--- src/sv/gipbc_pkg.sv ---
// Package for the position-keyed GF(2^8) byte cipher.
// Holds shared types, constants and the GF(2^8) multiply; no dependencies.
package gipbc_pkg;

	localparam int COLUMN_BITS = 16;
	localparam int ROW_LEN_BITS = 16;
	localparam int CFG_INDEX_BITS = 2;
	localparam int CFG_DATA_BITS = 16;

	// register indexes on the configuration channel
	localparam logic [CFG_INDEX_BITS-1:0] REG_MODE = 2'd0;
	localparam logic [CFG_INDEX_BITS-1:0] REG_ROW_LENGTH = 2'd1;

	// field polynomial without the x^8 term, and the inverse exponent 254
	localparam logic [7:0] GF_POLY_LOW = 8'h1b;
	localparam logic [7:0] INV_EXP = 8'hfe;
	localparam logic [2:0] LAST_STEP = 3'd7;

	typedef struct packed {
		logic                    decrypt;
		logic [ROW_LEN_BITS-1:0] row_length;
	} gipbc_cfg_t;

	// one classified item on its way from front to back
	typedef struct packed {
		logic [7:0] pre_byte;  // byte that enters the inverse
		logic [7:0] off;       // low byte of the column index
		logic       odd;
		logic       decrypt;
	} gipbc_entry_t;

	typedef enum logic [1:0] {
		BK_IDLE,
		BK_RUN,
		BK_DONE
	} gipbc_back_state_t;

	function automatic logic [7:0] gf_mul(input logic [7:0] a, input logic [7:0] b);
		logic [7:0] acc;
		logic [7:0] aa;
		logic       carry;
		acc = 8'h00;
		aa = a;
		for (int k = 0; k < 8; k++) begin
			if (b[k]) begin
				acc = acc ^ aa;
			end
			carry = aa[7];
			aa = {aa[6:0], 1'b0};
			if (carry) begin
				aa = aa ^ GF_POLY_LOW;
			end
		end
		return acc;
	endfunction

endpackage

--- src/sv/gipbc_if.sv ---
// Valid/ready channel interfaces for the cipher: pixel, result and config.
// Depends on gipbc_pkg for field widths.
interface gipbc_pixel_if;
	import gipbc_pkg::*;
	logic       valid;
	logic       ready;
	logic [7:0] data_byte;
	logic       first;
	modport source (output valid, output data_byte, output first, input ready);
	modport sink (input valid, input data_byte, input first, output ready);
endinterface

interface gipbc_result_if;
	import gipbc_pkg::*;
	logic       valid;
	logic       ready;
	logic [7:0] result_byte;
	modport source (output valid, output result_byte, input ready);
	modport sink (input valid, input result_byte, output ready);
endinterface

interface gipbc_cfg_if;
	import gipbc_pkg::*;
	logic                      valid;
	logic                      ready;
	logic [CFG_INDEX_BITS-1:0] index;
	logic [CFG_DATA_BITS-1:0]  value;
	modport source (output valid, output index, output value, input ready);
	modport sink (input valid, input index, input value, output ready);
endinterface

--- src/sv/gf_inverse_position_byte_cipher_core.sv ---
// Position-keyed GF(2^8) byte cipher, top level.
// Depends on gipbc_pkg, gipbc_if, gipbc_front, gipbc_queue, gipbc_back.
//
// Usage:
//   pixel  : valid/ready channel with data_byte and first. first clears the
//            column counter before that item. One result per pixel item.
//   result : valid/ready channel with result_byte, in pixel order.
//   cfg    : valid/ready write channel, always ready. Index 0 is mode
//            (0 encrypt, 1 decrypt), index 1 is row_length. Write only
//            while no item is in flight.
//   Encrypt: inverse over x^8+x^4+x^3+x+1, then +column (even) or
//   -column (odd), mod 256. Decrypt: the opposite offset, then inverse.
//   The back end works on one item at a time and takes no new one until it
//   has emitted the last: a load state, eight square-and-multiply steps
//   on one shared pair of GF multipliers, and a done state that hands
//   the byte to the output register.
//   The front end and a two-entry queue keep accepting while the back end
//   works, so up to two items wait behind the one in progress.
//   A stalled receiver holds the output register; the back end then waits
//   with its finished byte and the queue fills before pixel.ready drops.
//   Reset (arst_n low): mode encrypt, row_length 1, column zero, queue
//   and output empty.
module gf_inverse_position_byte_cipher_core (
	input  logic            clk,
	input  logic            arst_n,
	gipbc_pixel_if.sink     pixel,
	gipbc_result_if.source  result,
	gipbc_cfg_if.sink       cfg
);
	import gipbc_pkg::*;

	gipbc_cfg_t   cfg_q;
	logic         push_valid;
	logic         push_ready;
	gipbc_entry_t push_entry;
	logic         pop_valid;
	logic         pop_ready;
	gipbc_entry_t pop_entry;

	// configuration registers; writes to unknown indexes are dropped
	assign cfg.ready = 1'b1;

	always_ff @(posedge clk or negedge arst_n) begin
		if (!arst_n) begin
			cfg_q.decrypt <= 1'b0;
			cfg_q.row_length <= ROW_LEN_BITS'(1);
		end else if (cfg.valid) begin
			if (cfg.index == REG_MODE) begin
				cfg_q.decrypt <= cfg.value[0];
			end else if (cfg.index == REG_ROW_LENGTH) begin
				cfg_q.row_length <= cfg.value[ROW_LEN_BITS-1:0];
			end
		end
	end

	// front: column tracking and decrypt pre-offset
	gipbc_front u_front (
		.clk        (clk),
		.arst_n     (arst_n),
		.pixel      (pixel),
		.cfg        (cfg_q),
		.push_valid (push_valid),
		.push_ready (push_ready),
		.push_entry (push_entry)
	);

	// decoupling queue
	gipbc_queue u_queue (
		.clk        (clk),
		.arst_n     (arst_n),
		.push_valid (push_valid),
		.push_ready (push_ready),
		.push_entry (push_entry),
		.pop_valid  (pop_valid),
		.pop_ready  (pop_ready),
		.pop_entry  (pop_entry)
	);

	// back: iterative inverse, encrypt post-offset, output register
	gipbc_back u_back (
		.clk       (clk),
		.arst_n    (arst_n),
		.pop_valid (pop_valid),
		.pop_ready (pop_ready),
		.pop_entry (pop_entry),
		.result    (result)
	);

endmodule

--- src/sv/gipbc_front.sv ---
// Front end: accepts pixel items, tracks the column and applies the
// decrypt pre-offset. Depends on gipbc_pkg and gipbc_if.
module gipbc_front (
	input  logic                   clk,
	input  logic                   arst_n,
	gipbc_pixel_if.sink            pixel,
	input  gipbc_pkg::gipbc_cfg_t  cfg,
	output logic                   push_valid,
	input  logic                   push_ready,
	output gipbc_pkg::gipbc_entry_t push_entry
);
	import gipbc_pkg::*;

	logic [COLUMN_BITS-1:0] column_count_q;
	logic [COLUMN_BITS-1:0] col;
	logic [COLUMN_BITS-1:0] next_col;
	logic [7:0]             off;
	logic                   accept;

	assign pixel.ready = push_ready;
	assign push_valid = pixel.valid;
	assign accept = pixel.valid && push_ready;

	assign col = pixel.first ? '0 : column_count_q;
	assign off = col[7:0];
	assign next_col = col + COLUMN_BITS'(1);

	always_comb begin
		push_entry.off = off;
		push_entry.odd = col[0];
		push_entry.decrypt = cfg.decrypt;
		if (!cfg.decrypt) begin
			push_entry.pre_byte = pixel.data_byte;
		end else if (col[0]) begin
			push_entry.pre_byte = pixel.data_byte + off;
		end else begin
			push_entry.pre_byte = pixel.data_byte - off;
		end
	end

	always_ff @(posedge clk or negedge arst_n) begin
		if (!arst_n) begin
			column_count_q <= '0;
		end else if (accept) begin
			// zero row length also lands here, keeping the column at zero
			if ((COLUMN_BITS + ROW_LEN_BITS)'(cfg.row_length) <=
					(COLUMN_BITS + ROW_LEN_BITS)'(next_col)) begin
				column_count_q <= '0;
			end else begin
				column_count_q <= next_col;
			end
		end
	end

endmodule

--- src/sv/gipbc_queue.sv ---
// Two-entry queue between front and back ends.
// Depends on gipbc_pkg for the entry type.
module gipbc_queue (
	input  logic                    clk,
	input  logic                    arst_n,
	input  logic                    push_valid,
	output logic                    push_ready,
	input  gipbc_pkg::gipbc_entry_t push_entry,
	output logic                    pop_valid,
	input  logic                    pop_ready,
	output gipbc_pkg::gipbc_entry_t pop_entry
);
	import gipbc_pkg::*;

	gipbc_entry_t mem_q [2];
	logic         wr_ptr_q;
	logic         rd_ptr_q;
	logic [1:0]   count_q;
	logic         do_push;
	logic         do_pop;

	assign push_ready = (count_q != 2'd2);
	assign pop_valid = (count_q != 2'd0);
	assign pop_entry = mem_q[rd_ptr_q];
	assign do_push = push_valid && push_ready;
	assign do_pop = pop_valid && pop_ready;

	always_ff @(posedge clk) begin
		if (do_push) begin
			mem_q[wr_ptr_q] <= push_entry;
		end
	end

	always_ff @(posedge clk or negedge arst_n) begin
		if (!arst_n) begin
			wr_ptr_q <= 1'b0;
			rd_ptr_q <= 1'b0;
			count_q <= 2'd0;
		end else begin
			if (do_push) begin
				wr_ptr_q <= ~wr_ptr_q;
			end
			if (do_pop) begin
				rd_ptr_q <= ~rd_ptr_q;
			end
			if (do_push && !do_pop) begin
				count_q <= count_q + 2'd1;
			end else if (do_pop && !do_push) begin
				count_q <= count_q - 2'd1;
			end
		end
	end

endmodule

--- src/sv/gipbc_back.sv ---
// Back end: iterative GF(2^8) inverse (x^254 by square and multiply),
// encrypt post-offset and the output register. Depends on gipbc_pkg, gipbc_if.
module gipbc_back (
	input  logic                    clk,
	input  logic                    arst_n,
	input  logic                    pop_valid,
	output logic                    pop_ready,
	input  gipbc_pkg::gipbc_entry_t pop_entry,
	gipbc_result_if.source          result
);
	import gipbc_pkg::*;

	gipbc_back_state_t state_q, state_d;
	logic [7:0] acc_q, base_q, off_q;
	logic       odd_q, decrypt_q;
	logic [2:0] step_q;
	logic [7:0] result_q;
	logic       out_valid_q;

	logic       load;
	logic       step_en;
	logic       emit;
	logic [7:0] final_byte;
	logic [7:0] acc_mul;
	logic [7:0] base_sq;

	assign acc_mul = gf_mul(acc_q, base_q);
	assign base_sq = gf_mul(base_q, base_q);

	always_comb begin
		if (decrypt_q) begin
			final_byte = acc_q;
		end else if (odd_q) begin
			final_byte = acc_q - off_q;
		end else begin
			final_byte = acc_q + off_q;
		end
	end

	always_comb begin
		state_d = state_q;
		load = 1'b0;
		step_en = 1'b0;
		emit = 1'b0;
		pop_ready = 1'b0;
		unique case (state_q)
			BK_IDLE: begin
				pop_ready = 1'b1;
				if (pop_valid) begin
					load = 1'b1;
					state_d = BK_RUN;
				end
			end
			BK_RUN: begin
				step_en = 1'b1;
				if (step_q == LAST_STEP) begin
					state_d = BK_DONE;
				end
			end
			BK_DONE: begin
				if (!out_valid_q || result.ready) begin
					emit = 1'b1;
					state_d = BK_IDLE;
				end
			end
			default: state_d = BK_IDLE;
		endcase
	end

	always_ff @(posedge clk or negedge arst_n) begin
		if (!arst_n) begin
			state_q <= BK_IDLE;
			step_q <= '0;
			out_valid_q <= 1'b0;
		end else begin
			state_q <= state_d;
			if (load) begin
				step_q <= '0;
			end else if (step_en) begin
				step_q <= step_q + 3'd1;
			end
			if (emit) begin
				out_valid_q <= 1'b1;
			end else if (result.ready) begin
				out_valid_q <= 1'b0;
			end
		end
	end

	always_ff @(posedge clk) begin
		if (load) begin
			acc_q <= 8'h01;
			base_q <= pop_entry.pre_byte;
			off_q <= pop_entry.off;
			odd_q <= pop_entry.odd;
			decrypt_q <= pop_entry.decrypt;
		end else if (step_en) begin
			if (INV_EXP[step_q]) begin
				acc_q <= acc_mul;
			end
			base_q <= base_sq;
		end
		if (emit) begin
			result_q <= final_byte;
		end
	end

	assign result.valid = out_valid_q;
	assign result.result_byte = result_q;

endmodule
--- src/flat_wrapper.sv ---
// flat-port wrapper written by rule: the top's interface ports become plain ports
module gf_inverse_position_byte_cipher_core_flat import gipbc_pkg::*;
  (clk, arst_n, pixel_valid, pixel_data_byte, pixel_first, pixel_ready, result_valid, result_result_byte, result_ready, cfg_valid, cfg_index, cfg_value, cfg_ready);
  gipbc_pixel_if pixel_i ();
  gipbc_result_if result_i ();
  gipbc_cfg_if cfg_i ();
  input  logic clk;
  input  logic arst_n;
  input wire logic [$bits(pixel_i.valid)-1:0] pixel_valid;
  input wire logic [$bits(pixel_i.data_byte)-1:0] pixel_data_byte;
  input wire logic [$bits(pixel_i.first)-1:0] pixel_first;
  output wire logic [$bits(pixel_i.ready)-1:0] pixel_ready;
  output wire logic [$bits(result_i.valid)-1:0] result_valid;
  output wire logic [$bits(result_i.result_byte)-1:0] result_result_byte;
  input wire logic [$bits(result_i.ready)-1:0] result_ready;
  input wire logic [$bits(cfg_i.valid)-1:0] cfg_valid;
  input wire logic [$bits(cfg_i.index)-1:0] cfg_index;
  input wire logic [$bits(cfg_i.value)-1:0] cfg_value;
  output wire logic [$bits(cfg_i.ready)-1:0] cfg_ready;
  assign pixel_i.valid = pixel_valid;
  assign pixel_i.data_byte = pixel_data_byte;
  assign pixel_i.first = pixel_first;
  assign pixel_ready = pixel_i.ready;
  assign result_valid = result_i.valid;
  assign result_result_byte = result_i.result_byte;
  assign result_i.ready = result_ready;
  assign cfg_i.valid = cfg_valid;
  assign cfg_i.index = cfg_index;
  assign cfg_i.value = cfg_value;
  assign cfg_ready = cfg_i.ready;
  gf_inverse_position_byte_cipher_core u_core (.clk(clk), .arst_n(arst_n), .pixel(pixel_i), .result(result_i), .cfg(cfg_i));
endmodule
--- config.mk ---
export PLATFORM = sky130hd
export DESIGN_NAME = gf_inverse_position_byte_cipher_core_flat
export DESIGN_NICKNAME = d
export VERILOG_FILES = /design/src/sv/gipbc_pkg.sv /design/src/sv/gipbc_if.sv /design/src/sv/gf_inverse_position_byte_cipher_core.sv /design/src/sv/gipbc_front.sv /design/src/sv/gipbc_queue.sv /design/src/sv/gipbc_back.sv /design/src/flat_wrapper.sv
export SDC_FILE = /design/constraint.sdc
export NUM_CORES = 1
export LEC_CHECK = 0
export BUFFER_PORTS_ARGS = -buffer_cell sky130_fd_sc_hd__buf_2
export CORE_MARGIN = 2
export CORE_UTILIZATION = 45
export DETAILED_ROUTE_END_ITERATION = 7
export PLACE_DENSITY = 0.73
export SLEW_MARGIN = 5
export SYNTH_ARGS = -nofsm -noshare
export SYNTH_HDL_FRONTEND = slang
export SYNTH_SLANG_ARGS = --single-unit
--- constraint.sdc ---
create_clock -name clk -period 3.5 [get_ports clk]
set_clock_uncertainty 0.15 [all_clocks]
set_input_delay 0.175 -clock clk [delete_from_list [all_inputs] [get_ports clk]]
set_output_delay 0.175 -clock clk [all_outputs]
set_load 0.1 [all_outputs]
After elaboration in Yosys (flattened, before gate mapping)
Memories as Yosys holds them, arrays and structs flattened. Cells that the tools add are included.

Register bits after elaboration: 77. Memory bits (writable): 36. Memory bits (read-only): 8. Output and inout port bits: 11. Word-level logic and storage cells: 141. Memories: 2.

Add/subtract/negate cells: 8. Magnitude comparators: 2. Equality and inequality tests: 8. Muxes and demuxes: 57. Bitwise logic cells: 31. Reductions and logical operators: 18.

Memories: u_core.u_queue.mem_q (depth 2, width 18, rd ports 1, clocked after Yosys merged registers in 0, write ports 1, line gipbc_queue.sv:15) `gipbc_entry_t mem_q [2];`; (name not given) (depth 8, width 1, rd ports 1, clocked after Yosys merged registers in 0, write ports 0, line gipbc_back.sv:98) `if (INV_EXP[step_q]) begin`.

Operator list (count): two-way mux 8 bit (22); bitwise XOR 8 bit (14); two-way mux 5 bit (14); NOT 4 bit (14); two-way mux 16 bit (2); adder 16 x 1 -> 16 bit (second input constant) (1); adder 8 bit (2); less-or-equal comparator 16 bit (1); subtractor 8 bit (2); two-way mux 1 bit (11); two-way mux 2 bit (5); nonzero test 2 bit (4); two-way mux 3 bit (2); != test 2 bit (second input constant) (3); case mux 2 bit (3 select lines) (1); AND reduction 3 bit (2); equality test 2 x 1 -> 1 bit (second input constant) (2); logical AND 1 bit (4); zero test 2 bit (2); < comparator 3 x 4 -> 1 bit (second input constant) (1); AND reduction 2 bit (2); adder 3 x 1 -> 3 bit (second input constant) (1); equality test 3 bit (second input constant) (1); zero test 1 bit (3); other kinds (6) (8).

Longest topological paths before layout
Word-level depth: 18. Mapped depth: 20.

Cells and area by module
Synthesis repeated with hierarchy kept, for this count alone.

Cell total of the unflattened synthesis: 760. Area total of the unflattened synthesis: 7973.9 um^2.

By module, submodules not included: gipbc_back (times used 1, cells each 418, area each 3711.1 um^2, sequential area each 1091.0 um^2); gipbc_front (times used 1, cells each 229, area each 2014.4 um^2, sequential area each 400.4 um^2); gipbc_queue (times used 1, cells each 74, area each 1542.7 um^2, sequential area each 1181.1 um^2); gf_inverse_position_byte_cipher_core (times used 1, cells each 39, area each 705.7 um^2, sequential area each 426.7 um^2).

Worst setup path before layout
OpenSTA, ideal clock, no wires.

Path type: reg-to-reg. Start: register u_core.u_front.column_count_q[0]. End: register u_core.u_front.column_count_q[12]. Library setup time: 124 ps. Arrival: 3311 ps. Data required time: 3226 ps. Setup slack: -85 ps. Stages on the path, launching flop included: 20. Path buffers: 2. Clock period less this slack: 3585 ps. Path through: dfrtp_1 -> nand2b_1 -> clkbuf_1 -> inv_1 -> ha_1 -> nand3_1 -> nor2_1 -> and4_1 -> buf_2 -> nand3_1 -> xnor2_1 -> nand2b_1 -> ha_1 -> and3_1 -> nand4_1 -> nor4_1 -> nor2_1 -> o21ai_0 -> nor3b_1 -> a211o_1.

RTL lines: start: declaration (line gipbc_front.sv:14) `logic [COLUMN_BITS-1:0] column_count_q;`; start signal: assignment (line gipbc_front.sv:50) `column_count_q <= next_col;`.

==> impl_metrics.toml <==
[run_status]
outcome = "complete, no violations"

[floorplanning]
coreArea_sq_um = 17200
dieHeight_microns = 136
initial_utilization_pct = 45.6
die_x_microns = 136
die_area_sq_um = 18500
pin_count = 43
rows = 48

[cells_and_area]
final_cell_mix = "xnor2_1, nand2_1, edfxtp_1"
drive_gt1_share_pct = 21.3
fill_cells = 1501
nets = 941
final_common_cell = "xnor2_1"
fin_area_sq_um = 9140
area_growth_pct = 16.6
insertedDiodeCount = 0
utilization_pct = 53.2

[drt]
dr.first_iter.drc_count = 566
vias_per_cell = 5.45
wire_per_inst_microns = 15.7
ant_nets = 0
routed_wl_microns = 17300
drt-pass1-iter-count = 5
vias = 5996
drcViolationCount = 0

[yosys]
ys_seq_area_share_pct = 38.4
synth_cell_types = 67
syn_inst = 799
synth_area_sq_um = 7830
yosys_warnings = 0
synth.avg_cell_area_sq_um = 9.80
synth-seq-cells = 110
async_flop_share_pct = 39.1
synth_ff_type = "edfxtp_1"
synthesis.nets = 870
synth_edf_count = 59

[global_route]
antenna_found_initial = 0
grt.overflow.total = 0
grt_pass1_vias = 5634
grt_max_degree = 44
track_usage_pct = 18.8
grt_pass1_wl_microns = 27500

[clock_tree]
numCtsBuffers = 9
cts_sinks = 110
htree_levels = 3
cts_tree = "yes"
cts.clk_slew.worst_paths_ns = 0.08
clk_latency_ns = 0.35
clock-root-buffer = "clkbuf_16"
clock_path_buffers = 2

[sta]
fin_tns_setup_ns = 0
relSlewSlack_pct = 35.6
hold_viol = 0
worst-slew-pin-transition_ns = 0.967
holdWs_ns = 0.0329
slew_violations = 0
maxClockFrequency_mhz = 290
fin_crit_ns = 3.45
rsz0062_at_grt = "yes"
setup_viol = 0
finalCritPeriodShare_pct = 98.5

[worst_setup_path]
path_cells = "nand2b_1 -> inv_2 -> ha_4 -> nand3_2 -> nor2_4 -> and4_4 -> nand3_2 -> xnor2_2 -> nand2b_1 -> ha_1 -> and3_1 -> nand4_1 -> buf_4 -> a2111oi_4 -> nor2_2 -> buf_6 -> nor4b_4 -> o21a_1"
crit_buf_inv = 3
rr_endpoint = "u_core.u_front.column_count_q[10]$_DFFE_PN0P_"
crit_start = "u_core.u_front.column_count_q[0]$_DFFE_PN0P_"
worstPathRequired_ns = 3.64
path_delay_family = "simple AND/OR/NAND/NOR gates"
critPathKind = "reg -> reg"
crit_path_end = "u_core.u_front.column_count_q[10]$_DFFE_PN0P_"
r2r-start = "u_core.u_front.column_count_q[0]$_DFFE_PN0P_"
rr_worst_depth = 18
cp_max_fo = 3
crit_path_max_incr_delay_ns = 0.37
path_depth = 18
cp_slowest_cell = "dfrtp_1"
crit_path_end_kind = "register"
critPathLaunchType = "register"
reg2reg_slack_ns = 0.05
crit_arrival_ns = 3.59

[power_and_ir_drop]
power.share.switching_pct = 44.3
p_total_mw = 10.2
pwr-share-comb_pct = 66.4
power.density_nw_per_um2 = 1110
p_int_mw = 5.68
clockPowerShare_pct = 9.7
p_sw_mw = 4.51
seqPwrFrac_pct = 23.9
peakVddDrop_mv = 0.936
power.leakage_nw = 3.75

[placed_design]
gp_congestion = 0.874
placed_cell_area_sq_um = 8360
portBuffers = 41
hpwl_microns = 12100

[job]
maxCapViolCount = 0

[worst_hold_path]
hold_class = "in -> reg"
## registers in the layout (all words and copies together), names as in the netlist
signal	count
u_core.u_queue.mem_q	34
u_core.u_queue.rd_ptr_q	1
u_core.u_back.base_q	8
u_core.u_back.acc_q	8
u_core.u_queue.wr_ptr_q	1
u_core.u_queue.count_q	2
u_core.u_back.step_q	3
u_core.u_back.off_q	8
u_core.u_back.result.result_byte	8
u_core.u_back.result.valid	1
u_core.cfg_q	17
u_core.u_back.state_q	2
u_core.u_front.column_count_q	16
u_core.u_back.decrypt_q	1
## power groups by stage
stage | clock [mW] | combinational, mW | sequential, mW
floorplan | 0 | 5.70 | 2.15
global route | 1.06 | 7.45 | 2.49
finish | 0.987 | 6.77 | 2.43
global placement | 0 | 6.47 | 2.44
CTS | 1.00 | 6.66 | 2.43
detailed placement | 0 | 6.59 | 2.45
## per-stage QoR
stage / worst slack, ns / cells
after global placement: -0.0185 / 1058
after global routing: -0.149 / 1100
after detailed placement: -0.126 / 1058
final: 0.0536 / 1100
after floorplan: -0.0166 / 799
after CTS: -0.0826 / 1092
## how the worst min path moves through the flow
| stage | cells past startpoint | to | slack, ns | from |
|---|---|---|---|---|
| after detailed placement | 1 | u_core.u_queue.count_q[0]$_DFFE_PN0P_ | 0.24 | arst_n |
| after CTS | 3 | u_core.cfg_q[16]$_DFFE_PN0P_ | 0.02 | cfg_index[1] |
| final | 3 | u_core.cfg_q[16]$_DFFE_PN0P_ | 0.03 | cfg_index[1] |
| after global placement | 1 | u_core.u_queue.count_q[0]$_DFFE_PN0P_ | 0.24 | arst_n |
| after global routing | 2 | u_core.u_queue.mem_q[1][13]$_DFFE_PP_ | 0.01 | pixel_data_byte[3] |
| after floorplan | 0 | u_core.cfg_q[10]$_DFFE_PN0P_ | -0.27 | arst_n |
## area by class of cell
cell class,instances,area [sq um],area share [%]
clock buffers,12,258,2.82
clock inverters,4,26.3,0.288
inverters,35,131,1.44
multi-input cells,605,4650,50.9
flip-flops and latches,110,3010,33.0
well taps,225,282,3.08
repair buffers,109,779,8.53
## logic make-up (layout without fill, tap and decap cells)
| group | Yosys count | after routing | share of synthesized area [%] |
|---|---|---|---|
| other | 1 | 1 | 0.0479 |
| multiplexers | 49 | 49 | 6.79 |
| XOR/XNOR | 139 | 139 | 16.8 |
| flip-flops | 110 | 110 | 38.4 |
| buffers and inverters | 84 | 160 | 5.27 |
| adder cells (fa/ha/maj) | 39 | 39 | 6.42 |
| AND/OR/NAND/NOR | 224 | 224 | 13.5 |
| AO/OA/AOI/OAI | 153 | 153 | 12.8 |
## synthesized netlist by cell type (5+ instances only)
| cell | count | share of area (%) |
|---|---|---|
| xor2_1 | 38 | 4.2 |
| o221ai_1 | 6 | 0.67 |
| inv_1 | 32 | 1.5 |
| nand2b_1 | 20 | 1.6 |
| mux2i_1 | 16 | 2.0 |
| buf_2 | 15 | 0.96 |
| clkbuf_1 | 20 | 0.96 |
| nand4_1 | 5 | 0.40 |
| nand2_1 | 87 | 4.2 |
| dfrtp_1 | 42 | 13 |
| o31ai_1 | 5 | 0.48 |
| o41ai_1 | 9 | 1.0 |
| ha_1 | 37 | 5.9 |
| o22ai_1 | 9 | 0.72 |
| nor4_1 | 5 | 0.40 |
| buf_4 | 5 | 0.48 |
| a21o_1 | 8 | 0.77 |
| nor2_1 | 46 | 2.2 |
| a211oi_1 | 8 | 0.77 |
| dfxtp_1 | 8 | 2.0 |
| a22o_1 | 6 | 0.67 |
| or2_2 | 5 | 0.40 |
| edfxtp_1 | 59 | 23 |
| xnor2_1 | 93 | 10 |
| and3_1 | 5 | 0.40 |
| nor3_1 | 6 | 0.38 |
| a21oi_1 | 46 | 2.9 |
| o21ai_0 | 28 | 1.8 |
| nand3_1 | 17 | 1.1 |
| mux2_2 | 33 | 4.7 |
| nor2b_1 | 16 | 1.3 |
## tightest hold or removal path: stages
cell and delay, ns:
buf_2 0.08, nor3b_1 0.04, mux2_2 0.21
## layer usage
metal	up-vias	global-route usage (%)	part of all wire [%]
met4	0	4.57	1.5
met5	-	0	0
met1	2866	25.1	45
met2	169	30.8	49
li1	2941	-	-
met3	20	4.62	4.7
## what timing repair did
item                                    CTS  global route
endpoints found under the setup margin   12            16
gates resized for setup                   0            45
setup buffers                             0             8
hold buffers                             18             0
pin swaps                                 0            26
endpoints found under the hold margin    60             0
No activity file was read; power rests on OpenSTA's default activity.
